File: src/rtl/tgss_pkg.sv
`timescale 1ns / 1ps
// ----------------------------------------------------------------------------
// tgss_pkg
// Shared types, constants, microcode ROM and sine table builder for the
// sine / additive square tone generator.
// ----------------------------------------------------------------------------
package tgss_pkg;

	localparam logic [63:0] HALF_PI_Q30      = 64'd1686629713;
	localparam logic [63:0] FOUR_OVER_PI_Q32 = 64'd5468522205;

	localparam int          AMP_W   = 15;
	localparam int          HC_W    = 7;
	localparam int          Q_W     = 15;
	localparam int          COEF_W  = 17;
	localparam int          TERM_W  = 18;
	localparam int          SMP_W   = 16;
	localparam int          STEP_W  = 3;

	// Unity coefficient: sine mode reuses the harmonic path
	localparam logic [COEF_W-1:0] SINE_COEF = 17'h10000;

	// Register indexes on the write port
	localparam logic [1:0] REG_MODE  = 2'd0;
	localparam logic [1:0] REG_STEP  = 2'd1;
	localparam logic [1:0] REG_AMP   = 2'd2;
	localparam logic [1:0] REG_COUNT = 2'd3;

	typedef logic [STEP_W-1:0] step_t;

	// Microprogram addresses
	localparam step_t ST_IDLE  = 3'd0;
	localparam step_t ST_SEL   = 3'd1;
	localparam step_t ST_SINE  = 3'd2;
	localparam step_t ST_LOOP  = 3'd3;
	localparam step_t ST_DRAIN = 3'd4;
	localparam step_t ST_OUT   = 3'd5;
	localparam step_t ST_FIN   = 3'd6;

	typedef enum logic [2:0] {
		C_NEVER,
		C_ALWAYS,
		C_NO_INPUT,
		C_MODE_SQ,
		C_MORE,
		C_BUSY,
		C_OUT_FULL
	} cond_t;

	typedef struct packed {
		logic  take;
		logic  issue_sine;
		logic  issue_sq;
		logic  adv;
		logic  emit;
		cond_t cond;
		step_t target;
	} ctrl_t;

	typedef struct packed {
		logic in_valid;
		logic mode_sq;
		logic more;
		logic busy;
		logic out_full;
	} stat_t;

	// Control store: jump to target when cond holds, else next step
	function automatic ctrl_t tgss_ucode(input step_t s);
		ctrl_t w;
		w = '{take: 1'b0, issue_sine: 1'b0, issue_sq: 1'b0, adv: 1'b0, emit: 1'b0,
			cond: C_ALWAYS, target: ST_IDLE};
		case (s)
			ST_IDLE: begin
				w.take   = 1'b1;
				w.cond   = C_NO_INPUT;
				w.target = ST_IDLE;
			end
			ST_SEL: begin
				w.cond   = C_MODE_SQ;
				w.target = ST_LOOP;
			end
			ST_SINE: begin
				w.issue_sine = 1'b1;
				w.cond       = C_ALWAYS;
				w.target     = ST_DRAIN;
			end
			ST_LOOP: begin
				w.issue_sq = 1'b1;
				w.adv      = 1'b1;
				w.cond     = C_MORE;
				w.target   = ST_LOOP;
			end
			ST_DRAIN: begin
				w.cond   = C_BUSY;
				w.target = ST_DRAIN;
			end
			ST_OUT: begin
				w.cond   = C_OUT_FULL;
				w.target = ST_OUT;
			end
			ST_FIN: begin
				w.emit   = 1'b1;
				w.cond   = C_ALWAYS;
				w.target = ST_IDLE;
			end
			default: begin
				w.cond   = C_ALWAYS;
				w.target = ST_IDLE;
			end
		endcase
		return w;
	endfunction

	// Quarter-wave sine, Q1.15, Taylor series to the x^11 term in Q30
	function automatic logic [Q_W-1:0] tgss_quarter_sine(input logic [63:0] m,
			input int unsigned b);
		logic [63:0] x;
		logic [63:0] x2;
		logic [63:0] s;
		logic [63:0] t;
		x  = (m * HALF_PI_Q30) >> (b - 2);
		x2 = (x * x) >> 30;
		s  = x;
		t  = x;
		t  = ((t * x2) >> 30) / 64'd6;
		s  = s - t;
		t  = ((t * x2) >> 30) / 64'd20;
		s  = s + t;
		t  = ((t * x2) >> 30) / 64'd42;
		s  = s - t;
		t  = ((t * x2) >> 30) / 64'd72;
		s  = s + t;
		t  = ((t * x2) >> 30) / 64'd110;
		s  = s - t;
		s  = (s + 64'd16384) >> 15;
		if (s > 64'd32767) begin
			s = 64'd32767;
		end
		return s[Q_W-1:0];
	endfunction

endpackage

File: src/rtl/tgss_useq.sv
`timescale 1ns / 1ps
// ----------------------------------------------------------------------------
// tgss_useq
// Step counter and control store; picks the next step from the jump
// condition of the current control word.
// ----------------------------------------------------------------------------
module tgss_useq import tgss_pkg::*; (
	input  logic  clk,
	input  logic  arst_n,
	input  stat_t stat,
	output ctrl_t ctrl
);

	step_t step_q;
	logic  jump;

	assign ctrl = tgss_ucode(step_q);

	always_comb begin
		case (ctrl.cond)
			C_NEVER:    jump = 1'b0;
			C_ALWAYS:   jump = 1'b1;
			C_NO_INPUT: jump = !stat.in_valid;
			C_MODE_SQ:  jump = stat.mode_sq;
			C_MORE:     jump = stat.more;
			C_BUSY:     jump = stat.busy;
			C_OUT_FULL: jump = stat.out_full;
			default:    jump = 1'b1;
		endcase
	end

	always_ff @(posedge clk or negedge arst_n) begin
		if (!arst_n) begin
			step_q <= ST_IDLE;
		end else if (jump) begin
			step_q <= ctrl.target;
		end else begin
			step_q <= step_q + step_t'(1);
		end
	end

endmodule

File: src/rtl/tgss_dp.sv
`timescale 1ns / 1ps
// ----------------------------------------------------------------------------
// tgss_dp
// Phase accumulator, harmonic counter, sine/coefficient lookup, four-stage
// multiply and round pipe, term accumulator and output register.
// ----------------------------------------------------------------------------
module tgss_dp import tgss_pkg::*; #(
	parameter int unsigned MAX_HARMONICS   = 64,
	parameter int unsigned SINE_TABLE_BITS = 10
) (
	input  logic              clk,
	input  logic              arst_n,
	input  ctrl_t             ctrl,
	output stat_t             stat,
	input  logic              in_valid,
	input  logic              restart,
	input  logic              mode,
	input  logic [31:0]       phase_step,
	input  logic [AMP_W-1:0]  amp,
	input  logic [HC_W-1:0]   hcount,
	output logic              out_valid,
	input  logic              out_ready,
	output logic [SMP_W-1:0]  out_sample
);

	localparam int unsigned B   = SINE_TABLE_BITS;
	localparam int unsigned N4  = 1 << (B - 2);
	localparam int unsigned NW  = $clog2(MAX_HARMONICS) + 1;
	localparam int unsigned CW  = (NW > HC_W) ? NW : HC_W;
	localparam int unsigned CD  = 1 << (NW - 1);
	localparam int unsigned SW  = TERM_W + $clog2(MAX_HARMONICS);
	localparam logic [Q_W-1:0] QTOP = tgss_quarter_sine(64'(N4), B);
	localparam logic signed [SW-1:0] SAT_HI = SW'(32767);
	localparam logic signed [SW-1:0] SAT_LO = -SW'(32768);

	logic [Q_W-1:0]    qtab [N4];
	logic [COEF_W-1:0] crom [CD];

	for (genvar g = 0; g < N4; g++) begin : g_qtab
		localparam logic [Q_W-1:0] QV = tgss_quarter_sine(64'(g), B);
		assign qtab[g] = QV;
	end

	for (genvar g = 0; g < CD; g++) begin : g_crom
		localparam logic [COEF_W-1:0] CV =
			COEF_W'(((FOUR_OVER_PI_Q32 / 64'(2 * g + 1)) + 64'd32768) >> 16);
		assign crom[g] = CV;
	end

	logic [31:0]         phase_acc_q;
	logic [31:0]         ph_q;
	logic [31:0]         hp_q;
	logic [NW-1:0]       n_q;
	logic signed [SW-1:0] sum_q;
	logic                out_valid_q;
	logic [SMP_W-1:0]    sample_q;

	logic [31:0]         ph_now;
	logic                load;
	logic                issue;
	logic [CW-1:0]       cnt_eff;
	logic                more;
	logic [B-1:0]        idx;
	logic [B-2:0]        m;

	logic                v_s1, v_s2, v_s3, v_s4;
	logic [Q_W-1:0]      q_s1;
	logic                neg_s1, neg_s2, neg_s3;
	logic [COEF_W-1:0]   coef_s1, coef_s2;
	logic [29:0]         p1_s2;
	logic [46:0]         p2_s3;
	logic signed [TERM_W-1:0] term_s4;
	logic [47:0]         rnd;
	logic [TERM_W-2:0]   mag;

	assign load    = ctrl.take && in_valid;
	assign ph_now  = restart ? 32'd0 : phase_acc_q;
	assign cnt_eff = (CW'(hcount) > CW'(MAX_HARMONICS)) ? CW'(MAX_HARMONICS) : CW'(hcount);
	assign more    = CW'(n_q) < cnt_eff;
	assign issue   = ctrl.issue_sine || (ctrl.issue_sq && more);

	assign idx = hp_q[31 -: B];
	assign m   = idx[B-2] ? ((B - 1)'(N4) - {1'b0, idx[B-3:0]}) : {1'b0, idx[B-3:0]};

	assign stat = '{in_valid: in_valid, mode_sq: mode, more: more,
		busy: v_s1 || v_s2 || v_s3 || v_s4, out_full: out_valid_q};

	always_ff @(posedge clk or negedge arst_n) begin
		if (!arst_n) begin
			phase_acc_q <= 32'd0;
			v_s1        <= 1'b0;
			v_s2        <= 1'b0;
			v_s3        <= 1'b0;
			v_s4        <= 1'b0;
			out_valid_q <= 1'b0;
		end else begin
			if (load) begin
				phase_acc_q <= ph_now + phase_step;
			end
			v_s1 <= issue;
			v_s2 <= v_s1;
			v_s3 <= v_s2;
			v_s4 <= v_s3;
			if (ctrl.emit) begin
				out_valid_q <= 1'b1;
			end else if (out_ready) begin
				out_valid_q <= 1'b0;
			end
		end
	end

	// harmonic walk: odd n only, phase advances by 2*phase per step
	always_ff @(posedge clk) begin
		if (load) begin
			ph_q <= ph_now;
			hp_q <= ph_now;
			n_q  <= NW'(1);
		end else if (ctrl.adv) begin
			hp_q <= hp_q + {ph_q[30:0], 1'b0};
			n_q  <= n_q + NW'(2);
		end
	end

	assign rnd = {1'b0, p2_s3} + 48'h0000_4000_0000;
	assign mag = rnd[47:31];

	always_ff @(posedge clk) begin
		q_s1    <= m[B-2] ? QTOP : qtab[m[B-3:0]];
		neg_s1  <= idx[B-1];
		coef_s1 <= ctrl.issue_sine ? SINE_COEF : crom[n_q[NW-1:1]];

		p1_s2   <= {15'd0, amp} * {15'd0, q_s1};
		neg_s2  <= neg_s1;
		coef_s2 <= coef_s1;

		p2_s3   <= {17'd0, p1_s2} * {30'd0, coef_s2};
		neg_s3  <= neg_s2;

		term_s4 <= neg_s3 ? -$signed({1'b0, mag}) : $signed({1'b0, mag});
	end

	always_ff @(posedge clk) begin
		if (load) begin
			sum_q <= '0;
		end else if (v_s4) begin
			sum_q <= sum_q + {{(SW - TERM_W){term_s4[TERM_W-1]}}, term_s4};
		end
	end

	always_ff @(posedge clk) begin
		if (ctrl.emit) begin
			if (sum_q > SAT_HI) begin
				sample_q <= 16'h7fff;
			end else if (sum_q < SAT_LO) begin
				sample_q <= 16'h8000;
			end else begin
				sample_q <= sum_q[SMP_W-1:0];
			end
		end
	end

	assign out_valid  = out_valid_q;
	assign out_sample = sample_q;

endmodule

File: src/rtl/tone_generator_sine_square.sv
`timescale 1ns / 1ps
// ----------------------------------------------------------------------------
// tone_generator_sine_square
// Sine / additive square-wave tone oscillator, one sample per input item.
//
// Each item on s_axis is a sample tick; bit 0 of tdata restarts the phase
// at zero before that sample. m_axis returns one signed 16-bit sample per
// item. Settings are written through cfg_we / cfg_index / cfg_data while
// the block is idle.
// A microcoded sequencer runs the item: accept, select mode, issue terms,
// drain the four-stage multiply pipe, then load the output register.
// Square mode issues one term per cycle for each odd harmonic n below
// min(harmonic_count, MAX_HARMONICS); sine mode issues a single term.
// The next item is accepted while a finished sample still waits in
// the output register. If the receiver stalls, the sample holds and the
// next item finishes its work, then waits in the output step until the
// register frees.
// Reset clears the phase, the sequencer and the output valid, and loads
// the default settings.
// ----------------------------------------------------------------------------
module tone_generator_sine_square import tgss_pkg::*; #(
	parameter int unsigned MAX_HARMONICS   = 64,
	parameter int unsigned SINE_TABLE_BITS = 10
) (
	input  logic        clk,
	input  logic        arst_n,
	input  logic        s_axis_tvalid,
	output logic        s_axis_tready,
	input  logic [7:0]  s_axis_tdata,   // [0] restart
	output logic        m_axis_tvalid,
	input  logic        m_axis_tready,
	output logic [15:0] m_axis_tdata,   // [15:0] sample
	input  logic        cfg_we,
	input  logic [1:0]  cfg_index,
	input  logic [31:0] cfg_data
);

	logic              mode_q;
	logic [31:0]       phase_step_q;
	logic [AMP_W-1:0]  amp_q;
	logic [HC_W-1:0]   hcount_q;
	ctrl_t             ctrl;
	stat_t             stat;

	always_ff @(posedge clk or negedge arst_n) begin
		if (!arst_n) begin
			mode_q       <= 1'b0;
			phase_step_q <= 32'd14608732;
			amp_q        <= 15'd2200;
			hcount_q     <= 7'd50;
		end else if (cfg_we) begin
			case (cfg_index)
				REG_MODE:  mode_q       <= cfg_data[0];
				REG_STEP:  phase_step_q <= cfg_data;
				REG_AMP:   amp_q        <= cfg_data[AMP_W-1:0];
				REG_COUNT: hcount_q     <= cfg_data[HC_W-1:0];
				default:   mode_q       <= mode_q;
			endcase
		end
	end

	assign s_axis_tready = ctrl.take;

	tgss_useq u_useq (
		.clk    (clk),
		.arst_n (arst_n),
		.stat   (stat),
		.ctrl   (ctrl)
	);

	tgss_dp #(
		.MAX_HARMONICS   (MAX_HARMONICS),
		.SINE_TABLE_BITS (SINE_TABLE_BITS)
	) u_dp (
		.clk        (clk),
		.arst_n     (arst_n),
		.ctrl       (ctrl),
		.stat       (stat),
		.in_valid   (s_axis_tvalid),
		.restart    (s_axis_tdata[0]),
		.mode       (mode_q),
		.phase_step (phase_step_q),
		.amp        (amp_q),
		.hcount     (hcount_q),
		.out_valid  (m_axis_tvalid),
		.out_ready  (m_axis_tready),
		.out_sample (m_axis_tdata)
	);

endmodule

File: config.mk
export PLATFORM = sky130hd
export DESIGN_NAME = tone_generator_sine_square
export DESIGN_NICKNAME = d
export VERILOG_FILES = /design/src/rtl/tgss_pkg.sv /design/src/rtl/tgss_useq.sv /design/src/rtl/tgss_dp.sv /design/src/rtl/tone_generator_sine_square.sv
export SDC_FILE = /design/constraint.sdc
export NUM_CORES = 2
export LEC_CHECK = 0
export ABC_AREA = 1
export ABC_CLOCK_PERIOD_IN_PS = 14600
export BUFFER_PORTS_ARGS = -buffer_cell sky130_fd_sc_hd__buf_2
export CAP_MARGIN = 10
export CORE_MARGIN = 1
export CORE_UTILIZATION = 55
export DETAILED_ROUTE_END_ITERATION = 6
export GPL_TIMING_DRIVEN = 1
export PLACE_DENSITY = 0.71
export SYNTH_ARGS = -nofsm -noshare
export SYNTH_HDL_FRONTEND = slang
export SYNTH_SLANG_ARGS = --single-unit
export TNS_END_PERCENT = 1
File: constraint.sdc
create_clock -name clk -period 14.6 [get_ports clk]
set_input_delay 2.92 -clock clk [delete_from_list [all_inputs] [get_ports clk]]
set_output_delay 2.92 -clock clk [all_outputs]
set_load 0.05 [all_outputs]
Word level (Yosys, flattened, before mapping) --
Memories as Yosys holds them, arrays and structs flattened. A register that Yosys moved wholly into a read port is not among the register bits. Cells that the tools add are included.
Cells by class: add/sub/neg operators 8, multipliers 2, $lt $le $gt $ge 4, eq/ne operators 14, muxes and demuxes 16, bitwise logic cells 2, reduce and logical (&&, ||, !) cells 16
Operators with widths (count):
- 32-bit 2-to-1 mux | 3
- 32-bit adder | 2
- 47-bit by 31-bit adder with 48-bit output (second input constant) | 1
- 30-bit by 17-bit multiplier with 47-bit output | 1
- 6-bit case mux with 6 select lines | 1
- 15-bit by 15-bit multiplier with 30-bit output | 1
- 24-bit adder | 1
- 24-bit by 16-bit greater-than comparator with 1-bit output (second input constant) | 1
- 24-bit by 16-bit < comparator with 1-bit output (second input constant) | 1
- 3-bit equality test (second input constant) | 6
- 17-bit negator with 18-bit output | 1
- 17-bit 2-to-1 mux | 1
- 16-bit 2-to-1 mux | 1
- 3-bit by 2-bit equality test with 1-bit output (second input constant) | 4
- 9-bit 2-to-1 mux | 1
- 8-bit inverter with 9-bit output | 1
- 9-bit by 8-bit subtractor with 9-bit output (first input constant) | 1
- 2-bit AND reduction | 4
- 7-bit by 2-bit adder with 7-bit output (second input constant) | 1
- 7-bit greater-than comparator (second input constant) | 1
- 7-bit < comparator | 1
- 7-bit 2-to-1 mux | 1
- 6-bit inverter with 7-bit output | 1
- 3-bit zero test | 2
- other kinds (13) | 23
Word-level totals: register bits 320, ROM bits 4928, bits of input ports 47, output and inout port bits 18, word-level logic and storage cells 88, memories kept 2
Memory list:
- (no name shown) | depth 256, bits a word 15, read ports 1, clocked after Yosys merged registers in 1, write ports 0, RTL line tgss_dp.sv:128 | q_s1 <= m[B-2] ? QTOP : qtab[m[B-3:0]];
- (no name shown) | depth 64, bits a word 17, read ports 1, clocked after Yosys merged registers in 1, write ports 0, RTL line tgss_dp.sv:130 | coef_s1 <= ctrl.issue_sine ? SINE_COEF : crom[n_q[NW-1:1]];

Depth between registers and ports, before layout --
depth after elaboration 5, depth in mapped cells 26, mapped depth without buffers 24

Modules after synthesis --
Synthesis repeated with hierarchy kept, for this count alone.
Unflattened totals: cell total of the unflattened synthesis 6383, area total of the unflattened synthesis 45522.4 um^2
By module, submodules not included:
- tgss_dp | times used 1, cells each 6072, area an instance 42801.0 um^2, seq. area each 6170.9 um^2
- tone_generator_sine_square | times used 1, cells each 249, area an instance 2296.0 um^2, seq. area each 1403.8 um^2
- tgss_useq | times used 1, cells each 62, area an instance 425.4 um^2, seq. area each 75.1 um^2

Worst setup path before layout --
Ideal clock, no wire load.
path kind flip-flop to flip-flop, start point register amp_q[7], end point register u_dp.p1_s2[19], setup time 0.127 ns, data arrival time 5.288 ns, required time 14.473 ns, slack 9.185 ns, stages on the path, launching flop included 20, buffers on the path 2, cells stage by stage dfstp_2 -> clkbuf_1 -> clkbuf_1 -> nand2_1 -> fa_1 -> fa_1 -> inv_1 -> fa_1 -> fa_1 -> fa_1 -> inv_1 -> fa_1 -> inv_1 -> ha_1 -> a21oi_1 -> a21boi_0 -> nand2_1 -> a31oi_1 -> o21ai_0 -> xor2_1
Between the ends: longest elaborated chain between the ends 1
RTL lines:
- start, declared | RTL line tone_generator_sine_square.sv:40 | logic [AMP_W-1:0] amp_q;
- start signal, assigned | RTL line tone_generator_sine_square.sv:55 | REG_AMP: amp_q <= cfg_data[AMP_W-1:0];
- 15-bit by 15-bit multiplier with 30-bit output | RTL line tgss_dp.sv:132 | p1_s2 <= {15'd0, amp} * {15'd0, q_s1};
- end signal, assigned | RTL line tgss_dp.sv:132
- end, declared | RTL line tgss_dp.sv:70 | logic [29:0] p1_s2;
No other way between the ends. A chain may end at the register's enable or synchronous reset.

Worst setup path in the final report --
start point register u_dp.p1_s2[7], end point register u_dp.p2_s3[42]
Between the ends: longest elaborated chain between the ends 1
RTL lines:
- 30-bit by 17-bit multiplier with 47-bit output | RTL line tgss_dp.sv:136 | p2_s3 <= {17'd0, p1_s2} * {30'd0, coef_s2};
- end signal, assigned | RTL line tgss_dp.sv:136
- end, declared | RTL line tgss_dp.sv:71 | logic [46:0] p2_s3;
No other way between the ends.

==> results.cfg <==
[floorplan]
dieArea_sq_um = 83100
row_count = 104
initial_core_util = 0.558
die_w_um = 288
die-height_um = 288
core_sq_um = 80800
num_io_pins = 65

[global_route]
track_usage = 0.320
grt-ovfl-total = 0
grt_max_degree = 81
antenna_found_initial = 0
grt_pass1_vias = 40100
grt_pass1_wl_mm = 210

[synth]
synthesis.nets = 7249
synth_ff_type = dfxtp_1
ys_seq_elements = 317
syn_inst = 6277
synth_edf_count = 78
avgSynthCellArea_sq_um = 7.18
ys_seq_area_frac = 0.169
netlist_area_sq_um = 45100
synth_cell_types = 58
async_flop_share = 0.297
yosysWarnings = 0

[setup_path]
cp.required_ns = 15.03
crit_top_cell = fa_1
path_cells = nand2_1 -> fa_1 -> inv_1 -> fa_1 -> inv_1 -> fa_1 -> inv_1 -> fa_1 -> fa_1 -> inv_1 -> fa_1 -> inv_1 -> ha_1 -> a21oi_1 -> o21ai_0 -> a21oi_1 -> o21ai_0 -> nor2_1 -> o21ai_0 -> xor2_1
path_class = reg -> reg
cpLargestDelayFamily = adder cells
cp_max_fo = 16
critical_path.slowest_cell = dfxtp_1
worst_setup_path_start_kind = register
max_stage_delay_ns = 0.98
endpoint_kind = register
worstPathArrival_ns = 6.56
critPathBufInv = 5

[drt]
vias = 39900
detail-route-antenna-nets = 0
drt_iter0_markers = 3318
firstDrtPassIters = 7
wire_per_inst_um = 18.0
routed_wirelength_mm = 130
drc = 3
viasPerCell = 5.50

[placed_design]
pre_cts_ws_ns = 8.51
dpl_cell_area_sq_um = 45900
dpl.hpwl_mm = 101
port_buffers = 57
gp_congestion = 0.953

[clock_tree]
cts_root_buf = clkbuf_16
cts_setup_buffers = 0
cts_tree = built
cts.sinks = 317
post_cts_resized = 0
htreeDepth = 2
cts_buffers = 38
clockBufferDepth = 3
clk_pin_slew_ns = 0.06
clk_latency_ns = 0.58
ctsHoldBuffers = 0

[hold_path]
hold_class = reg -> reg

[layout]
drive_gt1_frac = 0.0398
syn_to_final_growth_pct = 4.93
final_util = 0.585
final_area_sq_um = 47300
layout.nets = 7129
n_antenna_cell = 0

[run]
maxCapViolCount = 0

[timing]
final.period_utilization = 0.420
skew_ns = 0.0276
rsz0062_at_grt = false
period_needed_ns = 6.13
setup_viol = 0
clock.fmax_ghz = 0.163
drv_slew = 0
fin_ws_ns = 8.47
final-hold-violation-count = 0
tns_ns = 0
maxSlewHeadroom = 0.182
worstMarginPinSlew_ns = 1.22

[status]
status = finished, violations left
failed_checks = design-rule violations
[registers in the layout (all words and copies together), names as in the netlist, 17 cells and up]
register	cells
u_dp.hp_q	31
phase_step_q	32
u_dp.ph_q	31
u_dp.sum_q	24
u_dp.p2_s3	17
u_dp.phase_acc_q	32
u_dp.term_s4	18
u_dp.p1_s2	30
[kinds of logic after synthesis]
group	share of synthesized area
simple gates	0.235
compound gates	0.0879
fa+ha+maj	0.350
mux	0.00425
flops	0.169
buf+inv	0.136
xor+xnor	0.0175
[path summary, 6_finish.rpt]
check	slack [ns]	endpoint	from	cells past startpoint
min	0.33	u_dp.coef_s2[7]$_DFF_P_	u_dp.coef_s1[7]$_SDFF_PP0_	0
min in group asynchronous	2.31	phase_step_q[9]$_DFFE_PN0P_	arst_n	1
max reg2reg	8.47	u_dp.p2_s3[42]$_DFF_P_	u_dp.p1_s2[7]$_DFF_P_	20
min reg2reg	0.33	u_dp.coef_s2[7]$_DFF_P_	u_dp.coef_s1[7]$_SDFF_PP0_	0
max	8.47	u_dp.p2_s3[42]$_DFF_P_	u_dp.p1_s2[7]$_DFF_P_	20
max in group asynchronous	11.11	u_dp.v_s4$_DFF_PN0_	arst_n	2
[worst reg2reg max path, cell delays in order (launching register included)]
cell and delay, ns:
dfxtp_1 0.98, nand2_1 0.20, fa_1 0.57, inv_1 0.05, fa_1 0.49, inv_1 0.06
fa_1 0.52, inv_1 0.05, fa_1 0.48, fa_1 0.50, inv_1 0.05, fa_1 0.47
inv_1 0.05, ha_1 0.30, a21oi_1 0.24, o21ai_0 0.16, a21oi_1 0.27, o21ai_0 0.12
nor2_1 0.10, o21ai_0 0.17, xor2_1 0.19
[metrics by stage]
| step | hold slack, ns | instances |
|---|---|---|
| finish | 0.325 | 7247 |
| global route | 0.331 | 7247 |
| CTS | 0.326 | 7247 |
| detailed placement | 0.312 | 7177 |
| global placement | 0.310 | 7177 |
| floorplan | 0.310 | 6277 |
[cells in the mapped netlist, types with 9 or more instances]
library cell,instances,share of area
nand2_1,1773,0.15
inv_1,1345,0.11
fa_1,558,0.25
ha_1,367,0.10
nor2_1,364,0.030
nand3_1,294,0.033
o21ai_0,287,0.032
a21oi_1,267,0.030
clkbuf_1,204,0.017
dfxtp_1,145,0.064
edfxtp_1,78,0.052
dfrtp_1,72,0.040
nand4_1,68,0.0094
xor2_1,56,0.011
nor3_1,40,0.0044
xnor2_1,34,0.0066
o211ai_1,30,0.0050
o21bai_1,28,0.0047
buf_2,26,0.0029
dfstp_2,22,0.013
a21o_1,18,0.0030
mux2_2,17,0.0042
o21a_1,16,0.0027
a21boi_0,13,0.0022
or2_2,13,0.0018
buf_4,12,0.0020
nand3b_1,12,0.0020
nor4_1,11,0.0015
a31oi_1,10,0.0014
inv_2,10,0.00083
o21ai_1,10,0.0011
nand2_2,9,0.0012
[area by class of cell]
| type | instances | area [sq um] |
|---|---|---|
| Tap cell | 1060 | 1330 |
| Clock inverter | 23 | 308 |
| Timing Repair Buffer | 90 | 536 |
| Clock buffer | 47 | 1080 |
| Sequential cell | 317 | 7620 |
| Fill cell | 7601 | 33500 |
| Multi-Input combinational cell | 4350 | 31300 |
| Inverter | 1360 | 5110 |
[metal layers]
layer | GRT usage | share of wire | wire, um | vias up
li1 | - | - | - | 18900
met1 | 0.408 | 0.41 | 53400 | 19100
met2 | 0.549 | 0.48 | 62400 | 1508
met3 | 0.0412 | 0.069 | 8930 | 322
met4 | 0.131 | 0.044 | 5680 | 0
met5 | 0 | 0 | 0 | -
[layout by cell type, fill, tap and decap left out, types with 16 or more instances in the layout]
master and n:
a21o_1 18, a21oi_1 267, buf_2 56, buf_4 34, clkbuf_16 41, dfrtp_1 72
dfstp_2 22, dfxtp_1 145, edfxtp_1 78, fa_1 558, ha_1 367, inv_1 1344
mux2_2 17, nand2_1 1773, nand3_1 293, nand4_1 68, nor2_1 363, nor3_1 40
o211ai_1 30, o21a_1 16, o21ai_0 287, o21bai_1 28, xnor2_1 34, xor2_1 56
Power is not shown: default switching activity piles up to over one toggle a cycle in this logic, so the estimate is an artifact.
